**config.mk**
```make
export PLATFORM = sky130hd
export DESIGN_NAME = mqbf_front
export DESIGN_NICKNAME = d
export VERILOG_FILES = /design/src/rtl/assert_macros.svh /design/src/rtl/mqbf_pkg.sv /design/src/rtl/mqbf_front.sv
export SDC_FILE = /design/constraint.sdc
export NUM_CORES = 1
export LEC_CHECK = 0
export BUFFER_PORTS_ARGS = -buffer_cell sky130_fd_sc_hd__clkbuf_2
export CAP_MARGIN = 20
export CORE_UTILIZATION = 55
export CTS_CLUSTER_DIAMETER = 150
export DETAILED_ROUTE_END_ITERATION = 8
export PLACE_DENSITY = 0.81
export SETUP_SLACK_MARGIN = 0.4
export SLEW_MARGIN = 20
export SYNTH_ARGS = -nofsm -noshare
export SYNTH_HDL_FRONTEND = slang
export SYNTH_SLANG_ARGS = --single-unit
```
**constraint.sdc**
```tcl
create_clock -name clk_i -period 12.3 [get_ports clk_i]
set_clock_uncertainty 0.05 [all_clocks]
set_input_delay 0 -clock clk_i [delete_from_list [all_inputs] [get_ports clk_i]]
set_output_delay 0 -clock clk_i [all_outputs]
set_load 0.05 [all_outputs]
```
**src/rtl/assert_macros.svh**
```systemverilog
// Assertion macros used by the top-level RTL file
`ifndef ASSERT_MACROS_SVH
`define ASSERT_MACROS_SVH
// same-cycle implication check on every rising clock edge outside reset
`define ASSERT_IMPL(lbl, clk, rstn, ante, cons) \
  lbl: assert property (@(posedge clk) disable iff (!rstn) (ante) |-> (cons)) \
    else $error("assertion failed");
// next-cycle implication check
`define ASSERT_NEXT(lbl, clk, rstn, ante, cons) \
  lbl: assert property (@(posedge clk) disable iff (!rstn) (ante) |=> (cons)) \
    else $error("assertion failed");
`endif

```
**src/rtl/mqbf_pkg.sv**
```systemverilog
// Package: action and status codes, front-to-back command type
package mqbf_pkg;
  localparam logic [1:0] ACT_WRITE = 2'd0;
  localparam logic [1:0] ACT_READ  = 2'd1;
  localparam logic [1:0] ACT_STATS = 2'd2;
  localparam logic [1:0] ACT_NONE  = 2'd3;

  localparam logic [1:0] ST_OK       = 2'd0;
  localparam logic [1:0] ST_EMPTY    = 2'd1;
  localparam logic [1:0] ST_INACTIVE = 2'd2;

  localparam int unsigned LEN_BITS = 10;
  localparam int unsigned SEQ_BITS = 32;
  localparam int unsigned CNT_BITS = 64;

  // classified request passed from front to back
  typedef struct packed {
    logic [1:0]          action;
    logic                inactive;
    logic [2:0]          queue_sel;
    logic [63:0]         write_data;
    logic [LEN_BITS-1:0] write_length;
    logic [15:0]         read_limit;
  } mqbf_cmd_t;
endpackage

```
**src/rtl/mqbf_front.sv**
```systemverilog
// Front end: accepts requests, saturates length, checks selection, queues them
module mqbf_front import mqbf_pkg::*; #(
  parameter int unsigned NUM_QUEUES = 8,
  parameter int unsigned MAX_LENGTH = 512,
  parameter int unsigned DATA_BITS  = 64
) (
  input  logic        clk_i,
  input  logic        rst_ni,
  input  logic        cfg_we_i,
  input  logic [3:0]  cfg_wdata_i,
  input  logic        in_valid_i,
  output logic        in_stall_o,
  input  logic [1:0]  action_i,
  input  logic [2:0]  queue_sel_i,
  input  logic [63:0] write_data_i,
  input  logic [15:0] write_length_i,
  input  logic [15:0] read_limit_i,
  output logic        cmd_valid_o,
  input  logic        cmd_pop_i,
  output mqbf_cmd_t   cmd_o,
  output logic [4:0]  act_cnt_o
);
  localparam int unsigned QD = 2;
  localparam logic [15:0] MaxLen = 16'(MAX_LENGTH);

  logic [3:0] act_q;
  mqbf_cmd_t  fifo_q [QD];
  logic       wp_q, rp_q;
  logic [1:0] cnt_q;
  mqbf_cmd_t  cmd_d;
  logic       push, pop;
  logic [4:0] act_cnt;
  logic [63:0] dmask;

  always_ff @(posedge clk_i or negedge rst_ni) begin
    if (!rst_ni) begin
      act_q <= 4'd8;
    end else if (cfg_we_i) begin
      act_q <= cfg_wdata_i;
    end
  end

  assign act_cnt = ({1'b0, act_q} > 5'(NUM_QUEUES)) ? 5'(NUM_QUEUES) : {1'b0, act_q};
  assign act_cnt_o = act_cnt;
  assign dmask = (DATA_BITS >= 64) ? '1 : ((64'd1 << DATA_BITS) - 64'd1);

  always_comb begin
    cmd_d.action       = action_i;
    cmd_d.inactive     = ({2'b0, queue_sel_i} >= act_cnt);
    cmd_d.queue_sel    = queue_sel_i;
    cmd_d.write_data   = write_data_i & dmask;
    cmd_d.write_length = LEN_BITS'((write_length_i > MaxLen) ? MaxLen : write_length_i);
    cmd_d.read_limit   = read_limit_i;
  end

  assign in_stall_o  = (cnt_q == 2'(QD));
  assign push        = in_valid_i && !in_stall_o;
  assign cmd_valid_o = (cnt_q != 2'd0);
  assign pop         = cmd_pop_i && cmd_valid_o;
  assign cmd_o       = fifo_q[rp_q];

  always_ff @(posedge clk_i) begin
    if (push) fifo_q[wp_q] <= cmd_d;
  end

  always_ff @(posedge clk_i or negedge rst_ni) begin
    if (!rst_ni) begin
      wp_q <= 1'b0; rp_q <= 1'b0; cnt_q <= 2'd0;
    end else begin
      if (push) wp_q <= ~wp_q;
      if (pop)  rp_q <= ~rp_q;
      cnt_q <= cnt_q + 2'(push) - 2'(pop);
    end
  end
endmodule

```
==> results.yml <==
synthesis:
  synthSimpleGateAreaFrac: 0.0226
  postSynthCellCount: 358
  netlist_area_sq_um: 7470
  synth_top_family_by_area: "multiplexers"
  yosysTopAreaCellShare: 0.771
  synthAdderAreaFrac: 0.00837
  synthTopCellsByArea: "edfxtp_1, mux2_2, dfrtp_1"
  synth-xor-area-share: 0.00469
  yosys_warnings: 0
  yosys.area.top_type: "edfxtp_1"
  ys_seq_area_frac: 0.798
  synth_cell_types: 26
  synth.avg_cell_area_sq_um: 20.9
  synth_seq_cells: 200
  syn-num-nets: 473
  muxShareOfSynthArea: 0.151
  synth-compound-area-share: 0.00285
floorplan:
  row_count: 42
  chipHeight_um: 119
  dieArea_sq_um: 14100
  ios: 213
  start_util: 0.564
  core_sq_um: 13200
  die_w_um: 119
cts:
  clock_latency_ps: 430
  cts_tree: "yes"
  cts_root_buffer: "clkbuf_16"
  clockBufferDepth: 2
  clk_pin_slew_ps: 70
  htreeDepth: 4
  cts_num_sinks: 200
  cts_buffers: 17
  post-cts-setup-buffers: 0
  cts_resized: 0
  cts_hold_repair.buffers: 108
power:
  clkPwrFrac: 0.228
  power_density_nw_per_um2: 256
  power_leakage_nw: 4.10
  comb_power_share: 0.402
  intPower_mw: 1.60
  finalPower_mw: 2.68
  switching_share: 0.401
  seq_power_share: 0.370
  switching_power_mw: 1.08
  ir_drop_v: 0.000183
critical_path:
  crit_path_cell_trace: "nand2b_1, nand2_1, nor2_4, buf_4"
  cp.required_ps: 12300
  rrSetupSlack_ps: 9600
  startpoint: "cnt_q[1]"
  critPathCapture: "fifo_q[0][29]"
  crit_type: "reg2reg"
  cpPeakStageDelay_ps: 790
  reg2reg_to: "fifo_q[0][29]"
  arrival_ps: 2700
  cpMaxStageDelayCell: "buf_4"
  worst_setup_path_start_kind: "flip-flop"
  timing.rr.start: "cnt_q[1]"
  r2r_cells: 4
  crit_fanout: 63
  cp-end-kind: "flip-flop"
hold_path:
  hold_path.class: "in2async"
sta:
  fin_tns_setup_ps: 0
  hold_viol_final: 0
  finalCritPeriodShare: 0.220
  fmax_mhz: 370
  tightest_slew_ps: 962
  rsz0062_at_grt: "false"
  slew_violations: 0
  slew_headroom: 0.357
  setup-violations-final: 0
  post-route-min-period_ps: 2700
grt:
  grt_max_degree: 64
  antenna_found_initial: 0
  first_global_vias: 4824
  grt_pass1_wl_mm: 24.2
  grt-ovfl-total: 0
  grt.total_usage: 0.231
cells_and_area:
  multiInputGateArea_sq_um: 1430
  seqCellArea_sq_um: 5970
  design_area_sq_um: 10500
  drive_above_1_share: 0.499
  final_util: 0.790
  synthToLayoutAreaGrowth_pct: 39.9
  fillers: 713
  final_nets: 801
  antenna_cells: 0
placement:
  dp_hpwl_mm: 9.12
  dpl-instance-area_sq_um: 8720
  io_buffers: 211
  gp_congestion: 0.721
drt:
  initialDrtViolationCount: 300
  wl_per_cell_um: 18.1
  drc: 0
  wl_mm: 15.8
  drtPass1Iterations: 4
  vias: 4477
  postRouteAntennaNets: 0
  vias_per_cell: 5.12
flow_run:
  drv_cap: 0
status:
  status: "completed"
## cells by family after synthesis
logic type                 count (synthesis)
and+or+nand+nor                           26
xor gates and xnor gates                   4
muxes                                    100
AOI/OAI and AO/OA                          3
adders and majority gates                  5
buffers and inverters                     19
other                                      1
DFF                                      200
## final cells by class
| type | instances | area share |
|---|---|---|
| flip-flops and latches | 200 | 0.571 |
| repair buffers | 322 | 0.207 |
| multi-input cells | 139 | 0.137 |
| clock buffers | 17 | 0.0407 |
| clock inverters | 14 | 0.0219 |
| well taps | 176 | 0.0211 |
| inverters | 6 | 0.00215 |
## power groups by stage
stage                     sequential, mW  clock (mW)  combinational, mW
after detailed placement            1.01           0               1.05
final                              0.991       0.612               1.08
after global placement             0.993           0               1.04
after CTS                          0.992       0.614               1.08
after floorplan                    0.981           0              0.857
after global routing                1.00       0.641               1.12
## layout by cell type, fill, tap and decap left out, types with 4 or more instances in the layout
| cell type | Yosys | final |
|---|---|---|
| dfrtp_1 | 7 | 6 |
| mux2_2 | 100 | 100 |
| clkbuf_16 | 0 | 17 |
| bufinv_16 | 0 | 6 |
| and2_1 | 7 | 7 |
| ha_1 | 5 | 5 |
| clkbuf_2 | 0 | 211 |
| clkinv_1 | 0 | 4 |
| nand2b_1 | 4 | 4 |
| inv_1 | 6 | 6 |
| dlygate4sd3_1 | 0 | 108 |
| edfxtp_1 | 192 | 192 |
## worst max-delay path, delay by kind of cell (launching register included)
kind                   cells  cell delay, ps
and+or+nand+nor            3            1030
buffers and inverters      1             790
DFF                        1             400
## synthesized netlist by cell type, drive strengths merged
cell type,count
nor4,2
o41ai,1
inv,6
and2,7
and3,4
xnor2,3
a21oi,1
clkbuf,1
nand2b,4
mux2,100
nor2,3
nand2,2
conb,1
buf,12
nor3,1
or4,1
or2,1
a21o,1
ha,5
nor2b,1
dfstp,1
xor2,1
dfrtp,7
edfxtp,192
## registers in the layout, summed over array words and instances (netlist names)
name / count
rp_q: 1
fifo_q: 192
wp_q: 1
act_q: 4
cnt_q: 2
## per-layer routing
layer | global-route usage | part of all wire | vias to the layer above
met5 | 0 | 0 | -
met3 | 0.0531 | 0.065 | 29
li1 | - | - | 2057
met4 | 0.0997 | 0.022 | 0
met2 | 0.422 | 0.54 | 205
met1 | 0.256 | 0.37 | 2186
## worst min path at each step
stage                       from        to  slack (ps)  depth (start not counted)
after floorplan           rst_ni  act_q[0]        -350                          0
after global placement    rst_ni  act_q[0]        -190                          1
after detailed placement  rst_ni  act_q[0]        -190                          1
after CTS                 rst_ni  act_q[3]           2                          2
after global routing      rst_ni  act_q[3]          20                          2
final                     rst_ni  act_q[3]          30                          2
## through the flow
step	hold slack (ps)	setup slack, ps	cells
floorplan	-346	7110	358
global placement	-195	9610	735
detailed placement	-186	9550	735
CTS	1.92	9540	874
global route	17.9	9390	874
finish	28.2	9600	874
(Power assumes the default switching activity.)
